<file path="src/rtl/adsr_pkg.sv">
`timescale 1ns / 1ps
// shared types and constants for the adsr envelope generator
// no dependencies; imported by the controller, datapath and top level

package adsr_pkg;

    localparam int VOICE_W = 6;
    localparam int LEVEL_W = 15;
    localparam int CLOCK_W = 23;
    localparam int WORD_W  = 16;
    localparam int PHASE_W = 3;

    localparam logic [1:0] FUNC_TICK    = 2'd0;
    localparam logic [1:0] FUNC_KEY_ON  = 2'd1;
    localparam logic [1:0] FUNC_KEY_OFF = 2'd2;

    localparam logic [PHASE_W-1:0] PH_OFF     = 3'd0;
    localparam logic [PHASE_W-1:0] PH_ATTACK  = 3'd1;
    localparam logic [PHASE_W-1:0] PH_DECAY   = 3'd2;
    localparam logic [PHASE_W-1:0] PH_SUSTAIN = 3'd3;
    localparam logic [PHASE_W-1:0] PH_RELEASE = 3'd4;

    localparam logic [1:0] ST_SILENT    = 2'd0;
    localparam logic [1:0] ST_SOUNDING  = 2'd1;
    localparam logic [1:0] ST_RELEASING = 2'd2;
    localparam logic [1:0] ST_KEYED_LOW = 2'd3;

    localparam logic [LEVEL_W-1:0] LEVEL_MAX = 15'h7FFF;
    localparam logic [LEVEL_W-1:0] EXP_KNEE  = 15'h6000;
    localparam int                 SUSTAIN_SHIFT = 11;
    localparam logic [4:0]         SHIFT_BASE    = 5'd11;
    localparam logic signed [4:0]  DELTA_DOWN    = -5'sd8;
    localparam logic signed [4:0]  DELTA_UP      = 5'sd7;

    typedef struct packed {
        logic [WORD_W-1:0]  sr;
        logic [WORD_W-1:0]  ad;
        logic               active;
        logic [CLOCK_W-1:0] clock;
        logic [LEVEL_W-1:0] level;
        logic [PHASE_W-1:0] phase;
    } voice_state_t;

    typedef struct packed {
        logic load;
        logic calc;
        logic update;
        logic push;
    } adsr_cmd_t;

endpackage

</file>
<file path="src/rtl/adsr_ctrl.sv">
`timescale 1ns / 1ps
// sequencing controller: accept, compute, write back, push result
// depends on adsr_pkg for the command struct

module adsr_ctrl
    import adsr_pkg::*;
(
    input  logic      clk,
    input  logic      rst_n,
    input  logic      s_axis_tvalid,
    output logic      s_axis_tready,
    output logic      m_axis_tvalid,
    input  logic      m_axis_tready,
    output adsr_cmd_t cmd
);

    localparam logic [1:0] S_IDLE = 2'd0;
    localparam logic [1:0] S_CALC = 2'd1;
    localparam logic [1:0] S_UPD  = 2'd2;
    localparam logic [1:0] S_PUSH = 2'd3;

    logic [1:0] state_reg;
    logic [1:0] state_next;
    logic       m_valid_reg;
    logic       m_valid_next;
    logic       accept;
    logic       push;

    assign s_axis_tready = (state_reg == S_IDLE);
    assign accept        = s_axis_tvalid && s_axis_tready;
    assign push          = (state_reg == S_PUSH) && (!m_valid_reg || m_axis_tready);
    assign m_axis_tvalid = m_valid_reg;

    assign cmd.load   = accept;
    assign cmd.calc   = (state_reg == S_CALC);
    assign cmd.update = (state_reg == S_UPD);
    assign cmd.push   = push;

    always_comb
    begin
        state_next = state_reg;
        case (state_reg)
            S_IDLE:
            begin
                if (accept)
                begin
                    state_next = S_CALC;
                end
            end
            S_CALC:
            begin
                state_next = S_UPD;
            end
            S_UPD:
            begin
                state_next = S_PUSH;
            end
            S_PUSH:
            begin
                if (push)
                begin
                    state_next = S_IDLE;
                end
            end
            default:
            begin
                state_next = S_IDLE;
            end
        endcase
    end

    always_comb
    begin
        if (push)
        begin
            m_valid_next = 1'b1;
        end
        else if (m_axis_tready)
        begin
            m_valid_next = 1'b0;
        end
        else
        begin
            m_valid_next = m_valid_reg;
        end
    end

    always_ff @(posedge clk or negedge rst_n)
    begin
        if (!rst_n)
        begin
            state_reg   <= S_IDLE;
            m_valid_reg <= 1'b0;
        end
        else
        begin
            state_reg   <= state_next;
            m_valid_reg <= m_valid_next;
        end
    end

endmodule

</file>
<file path="src/rtl/adsr_datapath.sv">
`timescale 1ns / 1ps
// per-voice state memory, envelope step arithmetic and result register
// depends on adsr_pkg; driven by adsr_ctrl commands

module adsr_datapath
    import adsr_pkg::*;
#(
    parameter int VOICES = 48
)
(
    input  logic               clk,
    input  logic               rst_n,
    input  adsr_cmd_t          cmd,
    input  logic [1:0]         in_func,
    input  logic [VOICE_W-1:0] in_voice,
    input  logic [WORD_W-1:0]  in_ad,
    input  logic [WORD_W-1:0]  in_sr,
    output logic [VOICE_W-1:0] voice_out,
    output logic [LEVEL_W-1:0] level,
    output logic [PHASE_W-1:0] phase,
    output logic               active,
    output logic [1:0]         status
);

    localparam int AW = (VOICES > 1) ? $clog2(VOICES) : 1;

    voice_state_t mem [VOICES];
    logic [VOICES-1:0] valid_reg;

    // latched transaction
    logic [1:0]         func_reg;
    logic [VOICE_W-1:0] voice_reg;
    logic [WORD_W-1:0]  ad_in_reg;
    logic [WORD_W-1:0]  sr_in_reg;
    logic               in_range_reg;
    logic               vld_rd_reg;
    voice_state_t       rd_reg;
    logic               in_range;
    logic [AW-1:0]      rd_addr;
    logic [AW-1:0]      wr_addr;
    voice_state_t       cur;

    // step calculation
    logic [4:0]          sh;
    logic [1:0]          sub;
    logic                down;
    logic                expo;
    logic                has_env;
    logic [4:0]          period_sh;
    logic [4:0]          period_sh_eff;
    logic [CLOCK_W-1:0]  period;
    logic [CLOCK_W-1:0]  clk_inc;
    logic [3:0]          mul_sh;
    logic signed [4:0]   base;
    logic [15:0]         delta;
    logic signed [31:0]  prod_full;

    logic                step_due_reg;
    logic [CLOCK_W-1:0]  clk_inc_reg;
    logic [15:0]         delta_reg;
    logic signed [30:0]  prod_reg;
    logic                expo_down_reg;
    logic                has_env_reg;

    // write back
    logic [15:0]          delta_eff;
    logic signed [16:0]   sum;
    logic [LEVEL_W-1:0]   clamped;
    logic [15:0]          target;
    voice_state_t         nxt;
    voice_state_t         nxt_reg;
    logic [1:0]           st;

    logic [VOICE_W-1:0]   voice_out_reg;
    logic [LEVEL_W-1:0]   level_out_reg;
    logic [PHASE_W-1:0]   phase_out_reg;
    logic                 active_out_reg;
    logic [1:0]           status_out_reg;

    assign in_range = ({1'b0, in_voice} < 7'(VOICES));
    assign rd_addr  = in_voice[AW-1:0];
    assign wr_addr  = voice_reg[AW-1:0];
    assign cur      = vld_rd_reg ? rd_reg : '0;

    always_ff @(posedge clk)
    begin
        if (cmd.load)
        begin
            func_reg  <= in_func;
            voice_reg <= in_voice;
            ad_in_reg <= in_ad;
            sr_in_reg <= in_sr;
            if (in_range)
            begin
                rd_reg <= mem[rd_addr];
            end
        end
        if (cmd.update && in_range_reg)
        begin
            mem[wr_addr] <= nxt;
        end
    end

    always_ff @(posedge clk or negedge rst_n)
    begin
        if (!rst_n)
        begin
            valid_reg    <= '0;
            vld_rd_reg   <= 1'b0;
            in_range_reg <= 1'b0;
        end
        else
        begin
            if (cmd.load)
            begin
                in_range_reg <= in_range;
                vld_rd_reg   <= in_range && valid_reg[rd_addr];
            end
            if (cmd.update && in_range_reg)
            begin
                valid_reg[wr_addr] <= 1'b1;
            end
        end
    end

    // phase decode
    always_comb
    begin
        sh      = 5'd0;
        sub     = 2'd0;
        down    = 1'b0;
        expo    = 1'b0;
        has_env = 1'b1;
        case (cur.phase)
            PH_ATTACK:
            begin
                sh   = cur.ad[14:10];
                sub  = cur.ad[9:8];
                expo = cur.ad[15];
            end
            PH_DECAY:
            begin
                sh   = {1'b0, cur.ad[7:4]};
                down = 1'b1;
                expo = 1'b1;
            end
            PH_SUSTAIN:
            begin
                sh   = cur.sr[12:8];
                sub  = cur.sr[7:6];
                down = cur.sr[14];
                expo = cur.sr[15];
            end
            PH_RELEASE:
            begin
                sh   = cur.sr[4:0];
                down = 1'b1;
                expo = cur.sr[5];
            end
            default:
            begin
                has_env = 1'b0;
            end
        endcase
    end

    always_comb
    begin
        period_sh     = (sh > SHIFT_BASE) ? (sh - SHIFT_BASE) : 5'd0;
        period_sh_eff = (expo && !down && (cur.level > EXP_KNEE)) ? (period_sh + 5'd2)
                                                                   : period_sh;
        period        = CLOCK_W'(1) << period_sh_eff;
        clk_inc       = cur.clock + CLOCK_W'(1);
        mul_sh        = (sh < SHIFT_BASE) ? 4'(SHIFT_BASE - sh) : 4'd0;
        base          = down ? (DELTA_DOWN + $signed({3'b000, sub}))
                             : (DELTA_UP - $signed({3'b000, sub}));
        delta         = {{11{base[4]}}, base} << mul_sh;
        prod_full     = $signed(delta) * $signed({1'b0, cur.level});
    end

    always_ff @(posedge clk)
    begin
        if (cmd.calc)
        begin
            step_due_reg  <= (clk_inc >= period);
            clk_inc_reg   <= clk_inc;
            delta_reg     <= delta;
            prod_reg      <= prod_full[30:0];
            expo_down_reg <= expo && down;
            has_env_reg   <= has_env;
        end
    end

    // level update, clamp, phase transitions and key-on / key-off handling
    always_comb
    begin
        delta_eff = expo_down_reg ? prod_reg[30:15] : delta_reg;
        sum       = $signed({2'b00, cur.level}) + $signed({delta_eff[15], delta_eff});
        if (sum[16])
        begin
            clamped = '0;
        end
        else if (sum[15])
        begin
            clamped = LEVEL_MAX;
        end
        else
        begin
            clamped = sum[14:0];
        end
        target = 16'(({1'b0, cur.ad[3:0]} + 5'd1)) << SUSTAIN_SHIFT;

        nxt = cur;
        case (func_reg)
            FUNC_TICK:
            begin
                if (cur.active && has_env_reg)
                begin
                    if (!step_due_reg)
                    begin
                        nxt.clock = clk_inc_reg;
                    end
                    else
                    begin
                        nxt.clock = '0;
                        nxt.level = clamped;
                        if ((cur.phase == PH_ATTACK) && (clamped == LEVEL_MAX))
                        begin
                            nxt.phase = PH_DECAY;
                        end
                        else if ((cur.phase == PH_DECAY) && ({1'b0, clamped} <= target))
                        begin
                            nxt.phase = PH_SUSTAIN;
                        end
                        else if ((cur.phase == PH_RELEASE) && (clamped == '0))
                        begin
                            nxt.phase  = PH_OFF;
                            nxt.active = 1'b0;
                        end
                    end
                end
            end
            FUNC_KEY_ON:
            begin
                nxt.sr     = sr_in_reg;
                nxt.ad     = ad_in_reg;
                nxt.active = 1'b1;
                nxt.clock  = '0;
                nxt.level  = '0;
                nxt.phase  = PH_ATTACK;
            end
            FUNC_KEY_OFF:
            begin
                if (cur.active && (cur.phase != PH_RELEASE))
                begin
                    nxt.phase = PH_RELEASE;
                    nxt.clock = '0;
                end
            end
            default:
            begin
                nxt = cur;
            end
        endcase
    end

    always_ff @(posedge clk)
    begin
        if (cmd.update)
        begin
            nxt_reg <= nxt;
        end
    end

    always_comb
    begin
        if (!nxt_reg.active)
        begin
            st = ST_SILENT;
        end
        else if (nxt_reg.phase == PH_RELEASE)
        begin
            st = (nxt_reg.level != '0) ? ST_RELEASING : ST_SILENT;
        end
        else
        begin
            st = (nxt_reg.level != '0) ? ST_SOUNDING : ST_KEYED_LOW;
        end
    end

    always_ff @(posedge clk)
    begin
        if (cmd.push)
        begin
            voice_out_reg  <= voice_reg;
            level_out_reg  <= in_range_reg ? nxt_reg.level : '0;
            phase_out_reg  <= in_range_reg ? nxt_reg.phase : PH_OFF;
            active_out_reg <= in_range_reg && nxt_reg.active;
            status_out_reg <= in_range_reg ? st : ST_SILENT;
        end
    end

    assign voice_out = voice_out_reg;
    assign level     = level_out_reg;
    assign phase     = phase_out_reg;
    assign active    = active_out_reg;
    assign status    = status_out_reg;

endmodule

</file>
<file path="src/rtl/adsr_envelope_generator_top.sv">
`timescale 1ns / 1ps
// top level of the per-voice adsr envelope generator
// depends on adsr_pkg, adsr_ctrl and adsr_datapath
//
// channel   | direction | fields
// ----------+-----------+---------------------------------------------------
// s_axis    | in        | tuser: func; tdata: voice, ad word, sr word
// m_axis    | out       | tdata: voice_out, level, phase, active, status
//
// each transaction runs through acceptance with the state memory read, step
// arithmetic with its multiplier, write-back, then the push into the output register
// the result enters the output register at the push, after the calc and update states,
// and the next transaction is accepted only once the controller is back in idle
// one transaction is in flight at a time; a new one is taken while a result
// still waits in the output register, and a stalled output holds the push
// reset clears the per-voice valid flags, so every voice reads as silent

module adsr_envelope_generator_top
    import adsr_pkg::*;
#(
    parameter int VOICES = 48
)
(
    input  logic        clk,
    input  logic        rst_n,
    input  logic        s_axis_tvalid,
    output logic        s_axis_tready,
    input  logic [39:0] s_axis_tdata,  // voice[5:0], attack_decay_word[21:6], sustain_release_word[37:22]
    input  logic [1:0]  s_axis_tuser,  // func[1:0]
    output logic        m_axis_tvalid,
    input  logic        m_axis_tready,
    output logic [31:0] m_axis_tdata   // voice_out[5:0], level[20:6], phase[23:21], active[24], status[26:25]
);

    adsr_cmd_t          cmd;
    logic [VOICE_W-1:0] voice_out;
    logic [LEVEL_W-1:0] level;
    logic [PHASE_W-1:0] phase;
    logic               active;
    logic [1:0]         status;

    adsr_ctrl u_ctrl
    (
        .clk           (clk),
        .rst_n         (rst_n),
        .s_axis_tvalid (s_axis_tvalid),
        .s_axis_tready (s_axis_tready),
        .m_axis_tvalid (m_axis_tvalid),
        .m_axis_tready (m_axis_tready),
        .cmd           (cmd)
    );

    adsr_datapath #(
        .VOICES (VOICES)
    ) u_datapath
    (
        .clk       (clk),
        .rst_n     (rst_n),
        .cmd       (cmd),
        .in_func   (s_axis_tuser),
        .in_voice  (s_axis_tdata[5:0]),
        .in_ad     (s_axis_tdata[21:6]),
        .in_sr     (s_axis_tdata[37:22]),
        .voice_out (voice_out),
        .level     (level),
        .phase     (phase),
        .active    (active),
        .status    (status)
    );

    assign m_axis_tdata = {5'd0, status, active, phase, level, voice_out};

`ifndef SYNTHESIS
    a_accept_blocks: assert property (@(posedge clk) disable iff (!rst_n)
        s_axis_tvalid && s_axis_tready |=> !s_axis_tready)
        else $error("input accepted while a transaction is in flight");

    a_silent_level: assert property (@(posedge clk) disable iff (!rst_n)
        m_axis_tvalid && !active |-> (level == '0) && (phase == PH_OFF))
        else $error("inactive voice reports a level or phase");

    a_phase_active: assert property (@(posedge clk) disable iff (!rst_n)
        m_axis_tvalid && (phase != PH_OFF) |-> active)
        else $error("voice in an envelope phase is not active");

    a_keyed_low: assert property (@(posedge clk) disable iff (!rst_n)
        m_axis_tvalid && (status == ST_KEYED_LOW) |-> (level == '0) && active)
        else $error("keyed at zero status with nonzero level");
`endif

endmodule

</file>
<file path="config.mk">
export PLATFORM = sky130hd
export DESIGN_NAME = adsr_envelope_generator_top
export DESIGN_NICKNAME = d
export VERILOG_FILES = /design/src/rtl/adsr_pkg.sv /design/src/rtl/adsr_ctrl.sv /design/src/rtl/adsr_datapath.sv /design/src/rtl/adsr_envelope_generator_top.sv
export SDC_FILE = /design/constraint.sdc
export NUM_CORES = 2
export LEC_CHECK = 0
export BUFFER_PORTS_ARGS = -buffer_cell sky130_fd_sc_hd__buf_2
export CORE_ASPECT_RATIO = 0.8
export CORE_MARGIN = 4
export CORE_UTILIZATION = 30
export CTS_BUF_LIST = sky130_fd_sc_hd__clkbuf_8 sky130_fd_sc_hd__clkbuf_16
export CTS_CLUSTER_DIAMETER = 40
export DETAILED_ROUTE_END_ITERATION = 12
export PLACE_DENSITY = 0.54
export SYNTH_ARGS = -nofsm -noshare
export SYNTH_HDL_FRONTEND = slang
export SYNTH_SLANG_ARGS = --single-unit
</file>
<file path="constraint.sdc">
create_clock -name clk -period 7.6 [get_ports clk]
set_input_delay 1.52 -clock clk [delete_from_list [all_inputs] [get_ports clk]]
set_output_delay 1.52 -clock clk [all_outputs]
set_load 0.02 [all_outputs]
</file>
Yosys cells after proc, flatten, opt, wreduce, memory -nomap -nowiden
Memories as Yosys holds them, arrays and structs flattened. A register that Yosys moved wholly into a read port is not among the register bits.
Index checks and enable logic that the tools add are counted.
{ "word_totals": {"reg_bits": 212, "ramBits": 3552, "output_inout_bits": 34, "wordCells": 130, "n_memories": 1} }
{ "memory_table": {"columns": ["name", "words", "word_bits", "rd", "rd_ports_with_merged_regs", "write_ports", "line_no", "rtl"], "rows": [
  ["u_datapath.mem", 48, 74, 1, 1, 1, "adsr_datapath.sv:27", "voice_state_t mem [VOICES];"]
]} }
{ "op_classes": {"add_sub_neg": 8, "mul": 1, "magnitude_cmp": 9, "eq_ne": 14, "n_shift": 2, "muxes": 44, "bitwise": 1, "n_reduce_logical": 27} }
{ "op_table": {"columns": ["cell", "count"], "rows": [
  ["two-way mux 74 bit", 1],
  ["one-hot mux 23 bit (3 select lines)", 1],
  ["bitwise OR 48 bit", 1],
  ["two-way mux 23 bit", 2],
  ["two-way mux 42 bit", 1],
  ["two-way mux 32 bit", 1],
  ["multiplier 16 x 16 -> 31 bit", 1],
  ["two-way mux 15 bit", 2],
  ["one-hot mux 15 bit (2 select lines)", 1],
  ["adder 23 x 1 -> 23 bit (second input constant)", 1],
  ["greater-or-equal comparator 23 bit", 1],
  ["<< shifter 1 x 5 -> 23 bit (first input constant)", 1],
  ["one-hot mux 5 bit (4 select lines)", 1],
  ["two-way mux 18 bit", 1],
  ["adder 16 x 16 -> 17 bit", 1],
  ["less-or-equal comparator 15 x 16 -> 1 bit", 1],
  ["two-way mux 16 bit", 1],
  ["<< shifter 16 x 4 -> 16 bit", 1],
  ["equality test 15 bit (second input constant)", 1],
  ["> comparator 15 bit (second input constant)", 1],
  ["zero test 15 bit", 1],
  ["two-way mux 5 bit", 3],
  ["nonzero test 15 bit", 1],
  ["logical AND 1 bit", 14],
  ["37 further kinds", 65]
]} }

Depth between registers and ports, before layout
{ "depth": {"word_depth": 12, "mapped_depth": 36, "depth_no_buf": 34} }

Cells and area by module
A second synthesis with hierarchy kept.
{ "unflattened": {"cells_unflattened": 7292, "hier_area_um2": 154765.9} }
{ "by_module_without_submodules": {"columns": ["module", "n_inst", "cells_each", "area_each_um2"], "rows": [
  ["adsr_datapath", 1, 7265, 154496.9],
  ["adsr_ctrl", 1, 20, 220.2],
  ["adsr_envelope_generator_top", 1, 7, 48.8]
]} }

Least setup slack after synthesis
OpenSTA, ideal clock, no wires.
{ "synth_timing": {"path_kind": "register -> register", "startpoint": "reg u_datapath.rd_reg[1] (netlist name)", "endpoint": "reg u_datapath.prod_reg[30], data pin", "setup_ns": 0.258, "arrival_time_ns": 7.643, "path_slack_ns": -0.301, "stages_incl_launch_ff": 35, "n_path_buf": 4, "path_cell_list": "edfxtp_1 -> buf_6 -> buf_8 -> nand3b_1 -> a21oi_1 -> nor2_1 -> inv_1 -> ha_1 -> and3_1 -> clkbuf_1 -> nor2_1 -> a21oi_1 -> o22ai_2 -> buf_2 -> nand2_1 -> fa_1 -> fa_1 -> inv_1 -> fa_1 -> fa_1 -> fa_1 -> inv_1 -> fa_1 -> inv_1 -> ha_1 -> a21oi_1 -> nor2b_1 -> a311oi_1 -> o21ai_0 -> a31oi_2 -> o21ai_2 -> a221oi_4 -> o2111ai_1 -> a21oi_1 -> xnor2_1"} }
{ "synth_via": {"elab_chain_cells": 7, "word_cells_on_any_way": 17} }
{ "synth_rtl": {"columns": ["item", "line_no", "rtl"], "rows": [
  ["start: declaration", "adsr_datapath.sv:37", "voice_state_t rd_reg;"],
  ["start signal: assignment", "adsr_datapath.sv:95", "rd_reg <= mem[rd_addr];"],
  ["two-way mux 74 bit (*)", "adsr_datapath.sv:83", "assign cur = vld_rd_reg ? rd_reg : '0;"],
  ["equality test 3 bit (tied with other cells)", "adsr_datapath.sv:134", "case (cur.phase)"],
  ["one-hot mux 5 bit (4 select lines) (tied with other cells)", "adsr_datapath.sv:134", null],
  ["subtractor 4 bit (tied with other cells)", "adsr_datapath.sv:174", "mul_sh = (sh < SHIFT_BASE) ? 4'(SHIFT_BASE - sh) : 4'd0;"],
  ["two-way mux 4 bit / two-way mux 5 bit (equally long branches)", "adsr_datapath.sv:174, adsr_datapath.sv:175", null],
  ["<< shifter 16 x 4 -> 16 bit (*)", "adsr_datapath.sv:177", "delta = {{11{base[4]}}, base} << mul_sh;"],
  ["via u_datapath.delta[9]", "adsr_datapath.sv:55", "logic [15:0] delta;"],
  ["multiplier 16 x 16 -> 31 bit (*)", "adsr_datapath.sv:178", "prod_full = $signed(delta) * $signed({1'b0, cur.level});"],
  ["via u_datapath.prod_full[30]", "adsr_datapath.sv:56", "logic signed [31:0] prod_full;"],
  ["end signal: assignment", "adsr_datapath.sv:188", "prod_reg <= prod_full[30:0];"],
  ["end: declaration", "adsr_datapath.sv:61", "logic signed [30:0] prod_reg;"]
]} }
Mark *: on every way through the listed nets, which the timed path passes. The rest lies on a longest branch.
A chain may end at the register's enable or synchronous reset.

Worst setup path in the final report
{ "layout_timing": {"startpoint": "reg u_datapath.rd_reg[1] (netlist name)", "endpoint": "reg u_datapath.prod_reg[27], data pin"} }
{ "layout_via": {"elab_chain_cells": 7, "word_cells_on_any_way": 17} }
{ "layout_rtl": {"columns": ["item", "line_no"], "rows": [
  ["two-way mux 74 bit (*)", "adsr_datapath.sv:83"],
  ["equality test 3 bit (tied with other cells)", "adsr_datapath.sv:134"],
  ["one-hot mux 5 bit (4 select lines) (tied with other cells)", "adsr_datapath.sv:134"],
  ["subtractor 4 bit (tied with other cells)", "adsr_datapath.sv:174"],
  ["two-way mux 4 bit / two-way mux 5 bit (equally long branches)", "adsr_datapath.sv:174, adsr_datapath.sv:175"],
  ["<< shifter 16 x 4 -> 16 bit (*)", "adsr_datapath.sv:177"],
  ["multiplier 16 x 16 -> 31 bit (*)", "adsr_datapath.sv:178"],
  ["via u_datapath.prod_full[27]", "adsr_datapath.sv:56"]
]} }
Marks and branches as above.

==> impl_metrics.csv <==
group,metric,value,unit
sta,fin_ws,-561,ps
final_layout,layout-drive-gt1-share,32.2,%
detailed_routing,wl_per_cell,30.4,um
synth,synth-edff-count,3720,
detailed_routing,ant_nets,0,
placed_design,io_buffers,71,
sta,setup_tns,-5630,ps
power,p_per_area,285,nW/um2
final_layout,area_growth,17.8,%
floorplan,die_y,650,um
clock_tree,postCtsHoldBufs,0,
critical_path,path_common_cell,"fa_1",
detailed_routing,drt_first_pass_iters,6,
sta,layout_min_cycle_time,8160,ps
power,p_leak,62.2,nW
detailed_routing,drt_iter0_drc,10200,
grt,grt_max_degree,82,
critical_path,crit_required,8340,ps
grt,grt_pass1_vias,80200,
detailed_routing,via_per_inst,5.19,
worst_hold_path,min_path_type,"reg -> reg",
clock_tree,cts-root-buf,"clkbuf_16",
critical_path,worstSetupEndpointType,"flip-flop",
sta,tightest_slew,1360,ps
critical_path,slowest_stage,"fa_1",
synth,yosys_warnings,0,
placed_design,gp_congestion,0.841,
floorplan,ios,80,
sta,rsz0062_at_grt,"yes",
floorplan,initial_core_util,30.2,%
synth,synth.distinct_cells,98,
grt,overflow,0,
critical_path,crit_path_max_fanout,6,
sta,timing.final.hold_violations,0,
sta,setup_violations,14,
synth,synth_seq_cells,3773,
final_layout,largest_reg_flops,3504,
final_layout,final_nets,8364,
clock_tree,clk_pin_slew,60,ps
sta,period_share,107,%
run,cap_violations,0,
synth,synthCells,7266,
floorplan,die_area,527000,um2
power,total_power,52.0,mW
grt,grt_pass1_wl,642000,um
clock_tree,cts_buffers,407,
grt,grtUsageTotal,17.1,%
critical_path,start_kind,"flip-flop",
clock_tree,clk_latency,1010,ps
clock_tree,cts_buffer_depth,4,
sta,fin_skew,65.3,ps
synth,ys_seq_area_share,73.1,%
run_status,status,"finished with violations",
critical_path,crit_path_max_incr_delay,560,ps
detailed_routing,via_count,78700,
detailed_routing,drc_errors,0,
synth,synthArstFlopShare,1.40,%
sta,finalMaxSlewViolations,0,
run_status,violations,"setup timing",
grt,antenna_found_initial,20,
clock_tree,htreeDepth,5,
floorplan,row_count,235,
synth,syn_avg_cell_area,21.3,um2
placed_design,dp_hpwl,255000,um
clock_tree,cts_sinks,3773,
floorplan,dieWidth,811,um
floorplan,core_area,513000,um2
sta,fmax,123,MHz
sta,slew_headroom,8.51,%
power,ir_worst_vdd,0.000200,V
synth,syn-cell-area,155000,um2
critical_path,critPathKind,"reg -> reg",
detailed_routing,wirelength,461000,um
clock_tree,cts_tree,"built",
synth,ys.flop_type,"edfxtp_1",
critical_path,worstPathArrival,8900,ps
-- layer usage --
layer  share of wire (%)  GRT usage, %  up-vias
met4                 2.6          4.18        0
li1                    -             -    31100
met5                   0             0        -
met1                  44          25.0    43400
met3                 8.1          3.21      666
met2                  46          26.4     3546
-- cell usage after synthesis, types with 8 or more instances --
library cell	number	share of area, %
inv_1	292	0.71
nand3b_1	11	0.053
fa_1	241	3.1
o22ai_1	8	0.032
nor2_1	250	0.61
edfxtp_1	3720	72
xnor2_1	46	0.26
dfrtp_1	53	0.86
nand2b_1	15	0.061
nand2_1	326	0.79
a21o_1	23	0.11
and3_1	14	0.057
clkbuf_1	231	0.56
xor2_1	27	0.15
a31oi_1	9	0.036
o21ai_0	107	0.35
mux2_2	18	0.13
or2_2	50	0.20
a22o_1	18	0.10
nand4_1	31	0.13
ha_1	128	1.0
buf_1	98	0.24
nor2b_1	13	0.053
mux2i_1	80	0.52
a21oi_1	68	0.22
mux4_2	1110	16
buf_2	9	0.029
inv_2	9	0.022
and2_1	35	0.14
nor3_1	13	0.042
nand3_1	66	0.21
-- cells in the final DEF (no fill, tap or decap), types with 31 or more instances in the layout --
cell type / count
o21ai_0: 87
clkinv_1: 59
xnor2_1: 43
and2_1: 32
inv_1: 336
nand4_1: 31
buf_4: 479
bufinv_16: 52
or2_2: 50
nand2_1: 311
fa_1: 235
a21oi_1: 48
buf_12: 45
clkinvlp_4: 35
buf_2: 67
nor2_4: 53
mux4_2: 1110
clkinv_2: 63
nor2_1: 185
edfxtp_1: 3720
ha_1: 119
clkbuf_16: 413
nand3_1: 64
dfrtp_1: 52
mux2i_1: 77
-- through the flow --
step	setup WS (ps)	utilization [%]	cell area [um2]	hold slack, ps	std cells
2_1_floorplan	-14.7	-	155000	434	7270
3_3_place_gp	-1370	32.6	167000	445	14400
4_1_cts	-526	35.5	182000	466	15100
5_1_grt	-850	35.5	182000	478	15200
3_5_place_dp	-1390	32.6	167000	450	14400
6_report	-561	35.5	182000	460	15200
-- path summary, 6_finish.rpt --
| path | start | to | slack, ps | cells past startpoint |
|---|---|---|---|---|
| setup / recovery | u_datapath.rd_reg[1]$_DFFE_PP_ | u_datapath.prod_reg[27]$_DFFE_PN_ | -560 | 36 |
| hold / removal | u_datapath.valid_reg[20]$_DFFE_PN0P_ | u_datapath.valid_reg[20]$_DFFE_PN0P_ | 460 | 1 |
| setup reg to reg | u_datapath.rd_reg[1]$_DFFE_PP_ | u_datapath.prod_reg[27]$_DFFE_PN_ | -560 | 36 |
| hold reg to reg | u_datapath.valid_reg[20]$_DFFE_PN0P_ | u_datapath.valid_reg[20]$_DFFE_PN0P_ | 460 | 1 |
| max in group asynchronous | rst_n | u_datapath.vld_rd_reg$_DFFE_PN0P_ | 6240 | 2 |
| min in group asynchronous | rst_n | u_ctrl.m_axis_tvalid$_DFFE_PN0P_ | 720 | 2 |
-- power by group --
part           leakage [nW]  switching, mW  total [mW]  internal (mW)
registers              36.7          0.314        24.9           24.6
clock network          6.89           8.59        20.4           11.8
logic                  18.6           4.47        6.69           2.22
total                  62.2           13.4        52.0           38.6
-- kinds of logic (layout without fill, tap and decap cells) --
logic type	Yosys count	count (layout)	share of synthesized area (%)
xor+xnor	74	74	0.424
compound gates	317	317	1.33
other cells	1	15	0.00242
simple gates	868	868	2.58
fa+ha+maj	369	369	4.15
mux	1209	1209	16.8
flops	3773	3773	73.1
buf+inv	655	1674	1.63
-- worst max-delay path: cells and delay by family, from the launching register on --
kind | cells | cell delay, ps
DFF | 1 | 400
buffers and inverters | 11 | 1280
muxes | 1 | 310
adders and majority gates | 7 | 3280
AOI/OAI and AO/OA | 11 | 2060
and+or+nand+nor | 5 | 460
xor gates and xnor gates | 1 | 130
-- layout make-up --
type                       count  area, um2
fill                       47100     331000
sequential                  3773     113000
multi-input combinational   2842      40400
clock buffer                 413      10300
tap                         6873       8600
timing repair buffer         618       5150
clock inverter               336       3500
inverter                     307       1180
antenna                       10       25.0
-- what timing repair did --
action	in CTS	in global routing
endpoints found under the hold margin	0	0
gates resized for setup	87	44
setup buffers	25	13
gates cloned	1	0
pin swaps	55	19
setup endpoints to repair	16	16
Power figures use the tool's default switching activity.
